<file path="src/rtl/core/atd_pkg.sv">
// ----------------------------------------------------------------------------
// atd_pkg
// Shared widths, codes and types of the activity transition debouncer.
// ----------------------------------------------------------------------------
package atd_pkg;

    localparam int ACT_W  = 4;
    localparam int CONF_W = 3;
    localparam int TS_W   = 48;
    localparam int DEB_W  = 32;

    localparam int FIFO_DEPTH = 4;
    localparam int PTR_W      = $clog2(FIFO_DEPTH);
    localparam int CNT_W      = $clog2(FIFO_DEPTH + 1);

    localparam logic [ACT_W-1:0] ACT_UNKNOWN = '0;

    typedef enum logic {
        KIND_STOPPED = 1'b0,
        KIND_STARTED = 1'b1
    } t_kind;

    typedef struct packed {
        logic [ACT_W-1:0]  activity;
        logic [CONF_W-1:0] confidence;
        logic [TS_W-1:0]   timestamp_us;
        logic              sample_valid;
        logic              is_activity_sensor;
        logic              restart;
        logic              mock_flag;
        logic              replay_flag;
    } t_sample;

    typedef struct packed {
        t_kind             kind;
        logic [ACT_W-1:0]  activity;
        logic [CONF_W-1:0] confidence;
        logic [TS_W-1:0]   time_us;
        logic              mock;
        logic              replay;
        logic              last;
    } t_event;

    typedef struct packed {
        logic [1:0] n;
        t_event     ev0;
        t_event     ev1;
    } t_push;

endpackage

</file>
<file path="src/rtl/core/atd_in_if.sv">
// ----------------------------------------------------------------------------
// atd_in_if
// Sample channel: valid/ready handshake with one activity sample.
// ----------------------------------------------------------------------------
interface atd_in_if;
    logic                        valid;
    logic                        ready;
    logic [atd_pkg::ACT_W-1:0]   activity;
    logic [atd_pkg::CONF_W-1:0]  confidence;
    logic [atd_pkg::TS_W-1:0]    timestamp_us;
    logic                        sample_valid;
    logic                        is_activity_sensor;
    logic                        restart;
    logic                        mock_flag;
    logic                        replay_flag;

    modport source (
        output valid, activity, confidence, timestamp_us, sample_valid,
               is_activity_sensor, restart, mock_flag, replay_flag,
        input  ready
    );

    modport sink (
        input  valid, activity, confidence, timestamp_us, sample_valid,
               is_activity_sensor, restart, mock_flag, replay_flag,
        output ready
    );
endinterface

</file>
<file path="src/rtl/core/atd_out_if.sv">
// ----------------------------------------------------------------------------
// atd_out_if
// Event channel: valid/ready handshake with one stopped/started event.
// ----------------------------------------------------------------------------
interface atd_out_if;
    logic                        valid;
    logic                        ready;
    logic                        event_kind;
    logic [atd_pkg::ACT_W-1:0]   event_activity;
    logic [atd_pkg::CONF_W-1:0]  event_confidence;
    logic [atd_pkg::TS_W-1:0]    event_time_us;
    logic                        out_mock;
    logic                        out_replay;
    logic                        last_event;

    modport source (
        output valid, event_kind, event_activity, event_confidence, event_time_us,
               out_mock, out_replay, last_event,
        input  ready
    );

    modport sink (
        input  valid, event_kind, event_activity, event_confidence, event_time_us,
               out_mock, out_replay, last_event,
        output ready
    );
endinterface

</file>
<file path="src/rtl/core/atd_cfg_if.sv">
// ----------------------------------------------------------------------------
// atd_cfg_if
// Configuration write channel for the debounce time register.
// ----------------------------------------------------------------------------
interface atd_cfg_if;
    logic                        valid;
    logic                        ready;
    logic [atd_pkg::DEB_W-1:0]   data;

    modport source (
        output valid, data,
        input  ready
    );

    modport sink (
        input  valid, data,
        output ready
    );
endinterface

</file>
<file path="src/rtl/core/atd_in_stage.sv">
// ----------------------------------------------------------------------------
// atd_in_stage
// Input register: captures one sample transaction per cycle while its held sample is taken.
// ----------------------------------------------------------------------------
module atd_in_stage (
    input  logic             i_clk,
    input  logic             i_rst_n,
    atd_in_if.sink           i_in,
    input  logic             i_take,
    output logic             o_valid,
    output atd_pkg::t_sample o_smp
);
    import atd_pkg::*;

    logic    r_valid;
    t_sample r_smp;
    logic    load;

    assign i_in.ready = i_rst_n && (!r_valid || i_take);
    assign load       = i_in.valid && i_in.ready;

    always_ff @(posedge i_clk) begin
        if (!i_rst_n) begin
            r_valid <= 1'b0;
        end else if (load) begin
            r_valid <= 1'b1;
        end else if (i_take) begin
            r_valid <= 1'b0;
        end
    end

    always_ff @(posedge i_clk) begin
        if (load) begin
            r_smp.activity           <= i_in.activity;
            r_smp.confidence         <= i_in.confidence;
            r_smp.timestamp_us       <= i_in.timestamp_us;
            r_smp.sample_valid       <= i_in.sample_valid;
            r_smp.is_activity_sensor <= i_in.is_activity_sensor;
            r_smp.restart            <= i_in.restart;
            r_smp.mock_flag          <= i_in.mock_flag;
            r_smp.replay_flag        <= i_in.replay_flag;
        end
    end

    assign o_valid = r_valid;
    assign o_smp   = r_smp;

endmodule

</file>
<file path="src/rtl/core/atd_decide.sv">
// ----------------------------------------------------------------------------
// atd_decide
// Debounce state and transition decision for the registered sample.
// ----------------------------------------------------------------------------
module atd_decide #(
    parameter int TIME_BITS = 48
) (
    input  logic                        i_clk,
    input  logic                        i_rst_n,
    input  logic                        i_cfg_we,
    input  logic [atd_pkg::DEB_W-1:0]   i_cfg_data,
    input  logic                        i_smp_valid,
    input  atd_pkg::t_sample            i_smp,
    input  logic [atd_pkg::CNT_W-1:0]   i_free,
    output logic                        o_take,
    output atd_pkg::t_push              o_push
);
    import atd_pkg::*;

    logic [DEB_W-1:0]     r_debounce;
    logic [ACT_W-1:0]     r_held_act,    n_held_act;
    logic [CONF_W-1:0]    r_held_conf,   n_held_conf;
    logic                 r_have_held,   n_have_held;
    logic [TIME_BITS-1:0] r_last_seen,   n_last_seen;
    logic [TIME_BITS-1:0] r_last_change, n_last_change;
    logic                 r_have_change, n_have_change;

    logic [TIME_BITS-1:0] ts;
    logic [TIME_BITS-1:0] gap;
    logic                 hit;
    logic                 stale;
    logic                 same;
    logic                 bounced;
    logic                 change;
    logic                 has_stop;
    logic                 has_start;
    logic [1:0]           need;
    t_event               ev_stop;
    t_event               ev_start;

    assign ts        = TIME_BITS'(i_smp.timestamp_us);
    assign gap       = ts - r_last_change;
    assign hit       = i_smp.sample_valid && i_smp.is_activity_sensor;
    assign stale     = r_have_held && (ts <= r_last_seen);
    assign same      = i_smp.activity == r_held_act;
    assign bounced   = r_have_change && (gap < TIME_BITS'(r_debounce));
    assign has_stop  = r_held_act != ACT_UNKNOWN;
    assign has_start = i_smp.activity != ACT_UNKNOWN;
    assign change    = hit && !i_smp.restart && !stale && r_have_held && !same && !bounced;
    assign need      = change ? (2'(has_stop) + 2'(has_start)) : 2'd0;
    assign o_take    = i_smp_valid && (CNT_W'(need) <= i_free);

    always_comb begin
        ev_stop.kind       = KIND_STOPPED;
        ev_stop.activity   = r_held_act;
        ev_stop.confidence = r_held_conf;
        ev_stop.time_us    = TS_W'(ts);
        ev_stop.mock       = i_smp.mock_flag;
        ev_stop.replay     = i_smp.replay_flag;
        ev_stop.last       = !has_start;

        ev_start.kind       = KIND_STARTED;
        ev_start.activity   = i_smp.activity;
        ev_start.confidence = i_smp.confidence;
        ev_start.time_us    = TS_W'(ts);
        ev_start.mock       = i_smp.mock_flag;
        ev_start.replay     = i_smp.replay_flag;
        ev_start.last       = 1'b1;

        o_push.n   = o_take ? need : 2'd0;
        o_push.ev0 = has_stop ? ev_stop : ev_start;
        o_push.ev1 = ev_start;
    end

    always_comb begin
        n_held_act    = r_held_act;
        n_held_conf   = r_held_conf;
        n_have_held   = r_have_held;
        n_last_seen   = r_last_seen;
        n_last_change = r_last_change;
        n_have_change = r_have_change;
        if (o_take && hit) begin
            if (i_smp.restart) begin
                n_held_act    = i_smp.activity;
                n_held_conf   = i_smp.confidence;
                n_have_held   = 1'b1;
                n_last_seen   = ts;
                n_last_change = '0;
                n_have_change = 1'b0;
            end else if (!stale) begin
                n_last_seen = ts;
                if (!r_have_held) begin
                    n_held_act  = i_smp.activity;
                    n_held_conf = i_smp.confidence;
                    n_have_held = 1'b1;
                end else if (same) begin
                    n_held_conf = i_smp.confidence;
                end else if (!bounced) begin
                    n_held_act    = i_smp.activity;
                    n_held_conf   = i_smp.confidence;
                    n_last_change = ts;
                    n_have_change = 1'b1;
                end
            end
        end
    end

    always_ff @(posedge i_clk) begin
        if (!i_rst_n) begin
            r_debounce <= '0;
        end else if (i_cfg_we) begin
            r_debounce <= i_cfg_data;
        end
    end

    always_ff @(posedge i_clk) begin
        if (!i_rst_n || i_cfg_we) begin
            r_held_act    <= ACT_UNKNOWN;
            r_held_conf   <= '0;
            r_have_held   <= 1'b0;
            r_last_seen   <= '0;
            r_last_change <= '0;
            r_have_change <= 1'b0;
        end else begin
            r_held_act    <= n_held_act;
            r_held_conf   <= n_held_conf;
            r_have_held   <= n_have_held;
            r_last_seen   <= n_last_seen;
            r_last_change <= n_last_change;
            r_have_change <= n_have_change;
        end
    end

`ifndef SYNTHESIS
    a_change_recorded: assert property (@(posedge i_clk) disable iff (!i_rst_n)
        (o_take && change && !i_cfg_we) |=> (r_have_change && r_last_change == $past(ts)))
        else $error("transition not recorded in debounce state");

    a_first_event_known: assert property (@(posedge i_clk) disable iff (!i_rst_n)
        (o_push.n != 2'd0) |-> (o_push.ev0.activity != ACT_UNKNOWN))
        else $error("event emitted for unknown activity");
`endif

endmodule

</file>
<file path="src/rtl/core/atd_evt_fifo.sv">
// ----------------------------------------------------------------------------
// atd_evt_fifo
// Result queue: takes up to two events per cycle, drives one per transaction.
// ----------------------------------------------------------------------------
module atd_evt_fifo (
    input  logic                        i_clk,
    input  logic                        i_rst_n,
    input  atd_pkg::t_push              i_push,
    output logic [atd_pkg::CNT_W-1:0]   o_free,
    atd_out_if.source                   o_out
);
    import atd_pkg::*;

    t_event           r_mem [FIFO_DEPTH];
    logic [PTR_W-1:0] r_wr,    n_wr;
    logic [PTR_W-1:0] r_rd,    n_rd;
    logic [CNT_W-1:0] r_count, n_count;
    logic             pop;
    t_event           head;

    assign pop  = o_out.valid && o_out.ready;
    assign head = r_mem[r_rd];

    always_comb begin
        n_wr    = r_wr + PTR_W'(i_push.n);
        n_rd    = r_rd + PTR_W'(pop);
        n_count = r_count + CNT_W'(i_push.n) - CNT_W'(pop);
    end

    always_ff @(posedge i_clk) begin
        if (!i_rst_n) begin
            r_wr    <= '0;
            r_rd    <= '0;
            r_count <= '0;
        end else begin
            r_wr    <= n_wr;
            r_rd    <= n_rd;
            r_count <= n_count;
        end
    end

    always_ff @(posedge i_clk) begin
        if (i_push.n != 2'd0) begin
            r_mem[r_wr] <= i_push.ev0;
        end
        if (i_push.n == 2'd2) begin
            r_mem[PTR_W'(r_wr + 1'b1)] <= i_push.ev1;
        end
    end

    assign o_free                 = CNT_W'(FIFO_DEPTH) - r_count;
    assign o_out.valid            = r_count != '0;
    assign o_out.event_kind       = head.kind;
    assign o_out.event_activity   = head.activity;
    assign o_out.event_confidence = head.confidence;
    assign o_out.event_time_us    = head.time_us;
    assign o_out.out_mock         = head.mock;
    assign o_out.out_replay       = head.replay;
    assign o_out.last_event       = head.last;

`ifndef SYNTHESIS
    a_no_overflow: assert property (@(posedge i_clk) disable iff (!i_rst_n)
        (r_count + CNT_W'(i_push.n)) <= CNT_W'(FIFO_DEPTH))
        else $error("event queue overflow");

    a_count_step: assert property (@(posedge i_clk) disable iff (!i_rst_n)
        (i_push.n == 2'd0 && pop) |=> (r_count == $past(r_count) - 1'b1))
        else $error("event queue count out of step");
`endif

endmodule

</file>
<file path="src/rtl/core/activity_transition_debouncer_core.sv">
// ----------------------------------------------------------------------------
// activity_transition_debouncer_core
// Turns timestamped activity samples into stopped/started events.
//
// i_in carries one activity sample per transaction; o_out carries one event
// per transaction, last_event marking the final event of a sample; i_cfg
// writes debounce_us (ready whenever out of reset) and clears the tracking state.
// A sample goes into the input register at its transaction and is decided from
// that register once the event queue has room for its events; its events are then
// written into the queue, whose head drives o_out.
// A sample is taken every cycle while the four-entry event queue has room for
// its events; a sample that yields two events needs two output transactions, so
// such samples are held to the rate of the event port.
// When o_out stalls the queue fills and i_in.ready drops once the next
// sample's events no longer fit; nothing is lost.
// Reset (synchronous, active low) empties the pipeline and the queue, clears
// the tracking state and sets debounce_us to zero.
// ----------------------------------------------------------------------------
module activity_transition_debouncer_core #(
    parameter int TIME_BITS = 48
) (
    input  logic      i_clk,
    input  logic      i_rst_n,
    atd_in_if.sink    i_in,
    atd_cfg_if.sink   i_cfg,
    atd_out_if.source o_out
);
    import atd_pkg::*;

    logic             smp_valid;
    t_sample          smp;
    logic             take;
    logic [CNT_W-1:0] free;
    t_push            push;
    logic             cfg_we;

    assign i_cfg.ready = i_rst_n;
    assign cfg_we      = i_cfg.valid && i_cfg.ready;

    atd_in_stage u_in_stage (
        .i_clk   (i_clk),
        .i_rst_n (i_rst_n),
        .i_in    (i_in),
        .i_take  (take),
        .o_valid (smp_valid),
        .o_smp   (smp)
    );

    atd_decide #(
        .TIME_BITS (TIME_BITS)
    ) u_decide (
        .i_clk       (i_clk),
        .i_rst_n     (i_rst_n),
        .i_cfg_we    (cfg_we),
        .i_cfg_data  (i_cfg.data),
        .i_smp_valid (smp_valid),
        .i_smp       (smp),
        .i_free      (free),
        .o_take      (take),
        .o_push      (push)
    );

    atd_evt_fifo u_evt_fifo (
        .i_clk   (i_clk),
        .i_rst_n (i_rst_n),
        .i_push  (push),
        .o_free  (free),
        .o_out   (o_out)
    );

endmodule
</file>
<file path="src/flat_wrapper.sv">
// flat-port wrapper written by rule: the top's interface ports become plain ports
module activity_transition_debouncer_core_flat import atd_pkg::*;
#(
    parameter int TIME_BITS = 48
)
  (i_clk, i_rst_n, i_in_valid, i_in_activity, i_in_confidence, i_in_timestamp_us, i_in_sample_valid, i_in_is_activity_sensor, i_in_restart, i_in_mock_flag, i_in_replay_flag, i_in_ready, i_cfg_valid, i_cfg_data, i_cfg_ready, o_out_valid, o_out_event_kind, o_out_event_activity, o_out_event_confidence, o_out_event_time_us, o_out_out_mock, o_out_out_replay, o_out_last_event, o_out_ready);
  atd_in_if i_in_i ();
  atd_cfg_if i_cfg_i ();
  atd_out_if o_out_i ();
  input  logic i_clk;
  input  logic i_rst_n;
  input wire logic [$bits(i_in_i.valid)-1:0] i_in_valid;
  input wire logic [$bits(i_in_i.activity)-1:0] i_in_activity;
  input wire logic [$bits(i_in_i.confidence)-1:0] i_in_confidence;
  input wire logic [$bits(i_in_i.timestamp_us)-1:0] i_in_timestamp_us;
  input wire logic [$bits(i_in_i.sample_valid)-1:0] i_in_sample_valid;
  input wire logic [$bits(i_in_i.is_activity_sensor)-1:0] i_in_is_activity_sensor;
  input wire logic [$bits(i_in_i.restart)-1:0] i_in_restart;
  input wire logic [$bits(i_in_i.mock_flag)-1:0] i_in_mock_flag;
  input wire logic [$bits(i_in_i.replay_flag)-1:0] i_in_replay_flag;
  output wire logic [$bits(i_in_i.ready)-1:0] i_in_ready;
  input wire logic [$bits(i_cfg_i.valid)-1:0] i_cfg_valid;
  input wire logic [$bits(i_cfg_i.data)-1:0] i_cfg_data;
  output wire logic [$bits(i_cfg_i.ready)-1:0] i_cfg_ready;
  output wire logic [$bits(o_out_i.valid)-1:0] o_out_valid;
  output wire logic [$bits(o_out_i.event_kind)-1:0] o_out_event_kind;
  output wire logic [$bits(o_out_i.event_activity)-1:0] o_out_event_activity;
  output wire logic [$bits(o_out_i.event_confidence)-1:0] o_out_event_confidence;
  output wire logic [$bits(o_out_i.event_time_us)-1:0] o_out_event_time_us;
  output wire logic [$bits(o_out_i.out_mock)-1:0] o_out_out_mock;
  output wire logic [$bits(o_out_i.out_replay)-1:0] o_out_out_replay;
  output wire logic [$bits(o_out_i.last_event)-1:0] o_out_last_event;
  input wire logic [$bits(o_out_i.ready)-1:0] o_out_ready;
  assign i_in_i.valid = i_in_valid;
  assign i_in_i.activity = i_in_activity;
  assign i_in_i.confidence = i_in_confidence;
  assign i_in_i.timestamp_us = i_in_timestamp_us;
  assign i_in_i.sample_valid = i_in_sample_valid;
  assign i_in_i.is_activity_sensor = i_in_is_activity_sensor;
  assign i_in_i.restart = i_in_restart;
  assign i_in_i.mock_flag = i_in_mock_flag;
  assign i_in_i.replay_flag = i_in_replay_flag;
  assign i_in_ready = i_in_i.ready;
  assign i_cfg_i.valid = i_cfg_valid;
  assign i_cfg_i.data = i_cfg_data;
  assign i_cfg_ready = i_cfg_i.ready;
  assign o_out_valid = o_out_i.valid;
  assign o_out_event_kind = o_out_i.event_kind;
  assign o_out_event_activity = o_out_i.event_activity;
  assign o_out_event_confidence = o_out_i.event_confidence;
  assign o_out_event_time_us = o_out_i.event_time_us;
  assign o_out_out_mock = o_out_i.out_mock;
  assign o_out_out_replay = o_out_i.out_replay;
  assign o_out_last_event = o_out_i.last_event;
  assign o_out_i.ready = o_out_ready;
  activity_transition_debouncer_core #(.TIME_BITS(TIME_BITS)) u_core (.i_clk(i_clk), .i_rst_n(i_rst_n), .i_in(i_in_i), .i_cfg(i_cfg_i), .o_out(o_out_i));
endmodule
</file>
<file path="config.mk">
export PLATFORM = sky130hd
export DESIGN_NAME = activity_transition_debouncer_core_flat
export DESIGN_NICKNAME = d
export VERILOG_FILES = /design/src/rtl/core/atd_pkg.sv /design/src/rtl/core/atd_in_if.sv /design/src/rtl/core/atd_out_if.sv /design/src/rtl/core/atd_cfg_if.sv /design/src/rtl/core/atd_in_stage.sv /design/src/rtl/core/atd_decide.sv /design/src/rtl/core/atd_evt_fifo.sv /design/src/rtl/core/activity_transition_debouncer_core.sv /design/src/flat_wrapper.sv
export SDC_FILE = /design/constraint.sdc
export NUM_CORES = 1
export LEC_CHECK = 0
export BUFFER_PORTS_ARGS = -buffer_cell sky130_fd_sc_hd__buf_2
export CORE_MARGIN = 4
export CORE_UTILIZATION = 61
export CTS_BUF_LIST = sky130_fd_sc_hd__clkbuf_16
export DETAILED_ROUTE_END_ITERATION = 6
export GPL_ROUTABILITY_DRIVEN = 0
export PLACE_DENSITY = 0.79
export REMOVE_ABC_BUFFERS = 1
export SLEW_MARGIN = 20
export SYNTH_ARGS = -nofsm -noshare
export SYNTH_HDL_FRONTEND = slang
export SYNTH_SLANG_ARGS = --single-unit
export TNS_END_PERCENT = 20
</file>
<file path="constraint.sdc">
create_clock -name i_clk -period 8.9 [get_ports i_clk]
set_input_delay 0 -clock i_clk [delete_from_list [all_inputs] [get_ports i_clk]]
set_output_delay 0 -clock i_clk [all_outputs]
set_load 0.005 [all_outputs]
</file>
==> impl_metrics.ini, run 1 <==
[logic_synthesis]
synth_top_cell_area_share_pct = 37.7
ys_async_sr_fraction_pct = 0
synth.ff_latch_count = 441
post_syn_area_um2 = 23000
synth.area.top_cells = edfxtp_1 (38%), dfxtp_1 (13%), ha_1 (7.4%)
synth.yosys.seq_area_share_pct = 51.0
post_synth.cell_area_avg_um2 = 11.2
synthMostInstantiatedCell = edfxtp_1
synth.top_cells.by_count = edfxtp_1 (288), and2_1 (219), nor2_1 (169)
synth_cells = 2043
yosysWarningCount = 0
post-synth-top-area-cell = edfxtp_1
synth-edff-count = 288
synth_top_flop_cell = edfxtp_1
synthDistinctLibCells = 89

[global_route]
globalRouteOverflowTotal = 0
grt_pass1_vias = 16500
antenna_found_initial = 0
grt_pass1_wl_um = 85400
track_usage_pct = 25.7
pin_count_of_the_biggest_net_entering_global_routing = 100

[critical_path]
path_delay_family = compound AO/OA/AOI/OAI gates
worst_path_largest_cell_delay_ps = 770
path_max_fanout = 99
cp.buffers_inverters = 4
crit_path_start_kind = flip-flop
slowest_stage = buf_4
critPathMostFrequentCell = ha_1
critPathKind = reg2reg
setup.worst_path.end_class = flip-flop
reg_to_reg_slack_setup_ps = 1360
worstPathArrival_ps = 8050
cp.required_ps = 9410

[place]
post_detail_place_hpwl_um = 35500
place.detailed.instances = 2616
placement.io_buffers = 158

[timing]
worst_slew_margin_rel_pct = 26.2
final.min_clock_period_ps = 7540
finClkSkew_ps = 18.5
finalSetupTns_ps = 0
max_clock_freq_mhz = 133
rsz_0062_raised_after_global_routing = false
worst_margin_pin_slew_ps = 1090
hold_viol_final = 0
final_max_slew_viol_count = 0
final_setup_violation_count = 0
final.period_utilization_pct = 84.8

[min_path]
timing.hold.worst.class = in2reg

[clock_network]
clock_tree.htree_level_count = 2
tritoncts = done
worstSkewPairLatency_ps = 570
clk_pin_slew_worst_paths_ps = 60
cts.root.buffer_cell = clkbuf_16
numCtsBuffers = 45
cts_sinks = 441
ctsLongestPathBuffers = 3
post-cts-setup-buffers = 0

[layout]
area_growth_syn_to_layout_pct = 15.7
fin_nets = 2489
post_layout_nonfiller_instances = 2795
nFillCells = 2544
layout-drive-gt1-share_pct = 15.5
multiInputGateArea_um2 = 10200
regArea_um2 = 11700
insertedDiodeCount = 0

[power]
leakage_power_summed_over_all_cells_nw = 9.81
power.combinational.fraction_pct = 19.9
vdd_ir_drop_max_mv = 0.195
power-per-cell-area_nw_per_um2 = 198
switching_power_mw = 1.37
seq_power_share_pct = 43.6
total_power_mw = 5.27
design_internal_power_mw = 3.91
p_sw_share_pct = 25.9
clock_network_power_share_pct = 36.5

[route]
routed_via_count = 16400
drt_initial_violations = 1460
drt-vias-per-instance = 5.85
post-route-drc-count = 0
wl_um = 52600
detail-route-antenna-nets = 0
wl_per_cell_um = 18.8
detailedRoute.firstPassIterationCount = 5

[floorplan]
core_region_area_um2 = 36900
die-width_um = 202
die_area_um2 = 40800
placementRows = 70
ioPinCount = 159
dieHeight_um = 202
start_util_pct = 62.3

[run_status]
status = completed

[job]
drv.max_cap_violation_count = 0
## metal layers
layer  routed length, um  share of wire [%]  global-route usage [%]
met1               22500                 43                    35.2
met2               25300                 48                    42.9
met3                3350                6.4                    3.64
met4                1460                2.8                    8.33
met5                   0                  0                       0
## sequential cells by signal, summed over array words and instances, names as in the netlist, 2 cells and up
register / flops
u_core.u_decide.r_debounce: 32
u_core.u_decide.r_held_act: 4
u_core.u_decide.r_held_conf: 3
u_core.u_decide.r_last_change: 48
u_core.u_decide.r_last_seen: 48
u_core.u_evt_fifo.r_count: 3
u_core.u_evt_fifo.r_mem: 236
u_core.u_evt_fifo.r_rd: 2
u_core.u_evt_fifo.r_wr: 2
u_core.u_in_stage.o_smp: 60
## worst paths after layout
kind | start | depth (start not counted) | to
worst max-delay path | u_core.u_in_stage.o_smp[5] | 29 | u_core.u_decide.r_last_change[3]
worst min-delay path | i_rst_n | 2 | u_core.u_in_stage.o_valid
worst max register to register | u_core.u_in_stage.o_smp[5] | 29 | u_core.u_decide.r_last_change[3]
worst min register to register | u_core.u_decide.r_have_change | 1 | u_core.u_decide.r_have_change
## what timing repair did
action / 4_1_cts / 5_1_grt
endpoints found under the hold margin: 94 / 0
hold buffers: 94 / 0
resized for setup: 0 / 0
## cell families after synthesis
logic type	synth area share [%]
AO/OA/AOI/OAI	12.3
XOR/XNOR	1.56
adder cells (fa/ha/maj)	7.59
buffers and inverters	4.57
flip-flops	51.0
multiplexers	7.67
AND/OR/NAND/NOR	15.3
## worst reg2reg max path, delay by kind of cell, from the launching register on
| family | cells | cell delay (ps) |
|---|---|---|
| AO/OA/AOI/OAI | 11 | 2300 |
| AND/OR/NAND/NOR | 9 | 1890 |
| buffers and inverters | 4 | 1500 |
| adder cells (fa/ha/maj) | 4 | 1170 |
| flip-flops | 1 | 440 |
| XOR/XNOR | 1 | 170 |
## metrics by stage
stage | hold slack [ps] | util [%] | cell area (um^2) | setup WS (ps)
CTS | 31.2 | 72.0 | 26600 | 1510
floorplan | 0 | - | 22500 | -2210
global placement | 176 | 65.3 | 24100 | 1880
detailed placement | 178 | 65.3 | 24100 | 1560
finish | 50.1 | 72.1 | 26600 | 1360
global route | 80.0 | 72.1 | 26600 | 844
## final cells by class
type / count / area share, %
clock buffer: 51 / 4.80
clock inverter: 33 / 0.994
inverter: 156 / 2.20
multi-input combinational: 1341 / 38.5
sequential: 441 / 44.1
tap: 504 / 2.37
timing repair buffer: 269 / 7.01
## layout by cell type, fill, tap and decap left out, types with 82 or more instances in the layout
master	netlist	routed
dfxtp_1	153	151
dlygate4sd3_1	0	94
ha_1	136	136
buf_2	26	158
nand2_1	82	82
inv_1	156	167
nor2_1	169	169
and2_1	219	219
edfxtp_1	288	288
a21oi_1	139	137
## power by group through the flow
stage,sequential (mW),combinational (mW),clock (mW)
after floorplan,2.34,0.653,0
after detailed placement,2.34,1.02,0
final,2.30,1.05,1.92
after global routing,2.31,1.15,2.05
after CTS,2.30,1.06,1.96
after global placement,2.34,1.00,0
Note: power is estimated with default switching activity, not from simulation.
==> run 2, diff against run 1 <==
--- a/config.mk
+++ b/config.mk
@@ -7,11 +7,11 @@
 export LEC_CHECK = 0
 export BUFFER_PORTS_ARGS = -buffer_cell sky130_fd_sc_hd__buf_2
 export CORE_MARGIN = 4
-export CORE_UTILIZATION = 61
+export CORE_UTILIZATION = 55
 export CTS_BUF_LIST = sky130_fd_sc_hd__clkbuf_16
 export DETAILED_ROUTE_END_ITERATION = 6
 export GPL_ROUTABILITY_DRIVEN = 0
-export PLACE_DENSITY = 0.79
+export PLACE_DENSITY = 0.76
 export REMOVE_ABC_BUFFERS = 1
 export SLEW_MARGIN = 20
 export SYNTH_ARGS = -nofsm -noshare
==> constraint.sdc (replaced) <==
create_clock -name i_clk -period 6.5 [get_ports i_clk]
set_input_delay 0 -clock i_clk [delete_from_list [all_inputs] [get_ports i_clk]]
set_output_delay 0 -clock i_clk [all_outputs]
set_load 0.005 [all_outputs]
==> run 2 against run 1 <==
First-iteration DRC count shrank 6.1%. Die area up 10%. Critical path depth grew 4. Sequential power is 36% higher. Hold slack better by 12 ps. Via count rose by 3.1%. Total power is 38% higher. Final cell count grew 4.7%.
==> impl_metrics.ini, run 2 (synthesized netlist as in run 1, its figures left out) <==
[run_status]
status = completed

[layout]
fin_nets = 2593
insertedDiodeCount = 0
nFillCells = 2954
largest_register_ff_count = 236
layout-drive-gt1-share_pct = 21.2
area_growth_syn_to_layout_pct = 21.3
layout_common_cells = edfxtp_1 (288), and2_1 (219), nor2_1 (165)
largest_register = u_core.u_evt_fifo.r_mem
postLayoutCoreUtil_pct = 67.9
most_common_cell_after_layout_fill_and_taps_aside = edfxtp_1

[timing]
worst_margin_pin_slew_ps = 1100
final_setup_violation_count = 0
max_clock_freq_mhz = 156
final.period_utilization_pct = 98.9
hold_viol_final = 0
final_max_slew_viol_count = 0
final.min_clock_period_ps = 6430
finClkSkew_ps = 18.3
worst_slew_margin_rel_pct = 26.4
setup_ws_ps = 73.9
rsz_0062_raised_after_global_routing = true

[power]
design_internal_power_mw = 5.31
vdd_ir_drop_max_mv = 0.225
leakage_power_summed_over_all_cells_nw = 10.4
power-per-cell-area_nw_per_um2 = 261
switching_power_mw = 1.96
seq_power_share_pct = 43.0
clock_network_power_share_pct = 34.9
power.combinational.fraction_pct = 22.1
p_sw_share_pct = 27.0
total_power_mw = 7.27

[floorplan]
core_region_area_um2 = 41000
die-width_um = 212
start_util_pct = 56.0
dieHeight_um = 212
ioPinCount = 159
placementRows = 74
die_area_um2 = 45100

[min_path]
timing.hold.worst.class = in2reg

[route]
wl_per_cell_um = 19.5
detail-route-antenna-nets = 0
routed_via_count = 16900
detailedRoute.firstPassIterationCount = 5
dr_wl_met3_um = 3530
drt-vias-per-instance = 5.76
highest_layer = met4
detailroute.wirelength.met2_um = 27200
post-route-drc-count = 0
wl_um = 57000
drt_initial_violations = 1371
wl_met1_um = 24600

[place]
placement.io_buffers = 158
post_detail_place_hpwl_um = 38600
post-place-ws_ps = -355

[critical_path]
path_max_fanout = 6
setup.worst_path.end_class = flip-flop
worst_path_largest_cell_delay_ps = 450
critPathKind = reg2reg
critPathMostFrequentCell = nand2_1
crit_path_start_kind = flip-flop
worstPathArrival_ps = 6900
cp.required_ps = 6970
slowest_stage = edfxtp_1

[global_route]
globalRouteOverflowTotal = 0
pin_count_of_the_biggest_net_entering_global_routing = 71
grt_pass1_vias = 16800
track_usage_pct = 25.0
grt_pass1_wl_um = 89900
antenna_found_initial = 0

[clock_network]
cts.root.buffer_cell = clkbuf_16
ctsLongestPathBuffers = 3
clk_pin_slew_worst_paths_ps = 60
clock_tree.htree_level_count = 2
worstSkewPairLatency_ps = 580
numCtsBuffers = 47
tritoncts = done
cts_sinks = 441

[job]
drv.max_cap_violation_count = 0
run 2: final timing paths:
check	startpoint	end	slack (ps)	depth (start not counted)
min reg2reg	u_core.u_decide.r_have_change	u_core.u_decide.r_have_change	460	1
max reg2reg	u_core.u_in_stage.o_smp[14]	u_core.u_evt_fifo.r_count[2]	70	33
max	u_core.u_in_stage.o_smp[14]	u_core.u_evt_fifo.r_count[2]	70	33
min	i_rst_n	u_core.u_in_stage.o_valid	60	2
run 2: stage by stage:
step	std cells	area [um^2]	hold slack, ps	setup TNS, ps
detailed placement	2728	24900	178	-57080
global placement	2728	24900	176	0
CTS	2913	27400	11.6	0
floorplan	1938	22500	0	-1071910
finish	2927	27800	62.3	0
global route	2927	27800	89.6	-23770
run 2: metal layers:
metal | GRT usage, % | vias to the layer above
met5 | 0 | -
met4 | 8.17 | 0
met3 | 3.78 | 130
met2 | 41.3 | 610
met1 | 34.2 | 8097
li1 | - | 8030
run 2: layout make-up:
cell class	count	area (um^2)	share of cell area [%]
flip-flops and latches	441	11700	42.1
multi-input cells	1341	10600	38.1
repair buffers	371	2820	10.1
clock buffers	49	1230	4.40
well taps	532	666	2.39
inverters	156	586	2.10
clock inverters	37	225	0.809
run 2: power groups by stage:
stage,registers [mW],logic [mW],clock network (mW)
after global routing,3.14,1.75,2.71
after floorplan,3.21,0.893,0
after detailed placement,3.18,1.48,0
after global placement,3.18,1.46,0
final,3.12,1.61,2.54
after CTS,3.12,1.55,2.59
run 2: critical path: cells and delay by family (launching register included):
family / cells / cell delay, ps
compound gates: 9 / 1800
simple gates: 13 / 1750
fa+ha+maj: 5 / 1440
xor+xnor: 3 / 500
flops: 1 / 450
buf+inv: 3 / 380
run 2: repair_timing:
| item | in CTS | in global routing |
|---|---|---|
| gates resized for setup | 25 | 60 |
| hold endpoints to repair | 93 | 0 |
| cloned | 1 | 1 |
| buffers inserted | 5 | 13 |
| hold buffers | 93 | 0 |
| pin swaps | 6 | 29 |
| setup endpoints to repair | 471 | 549 |
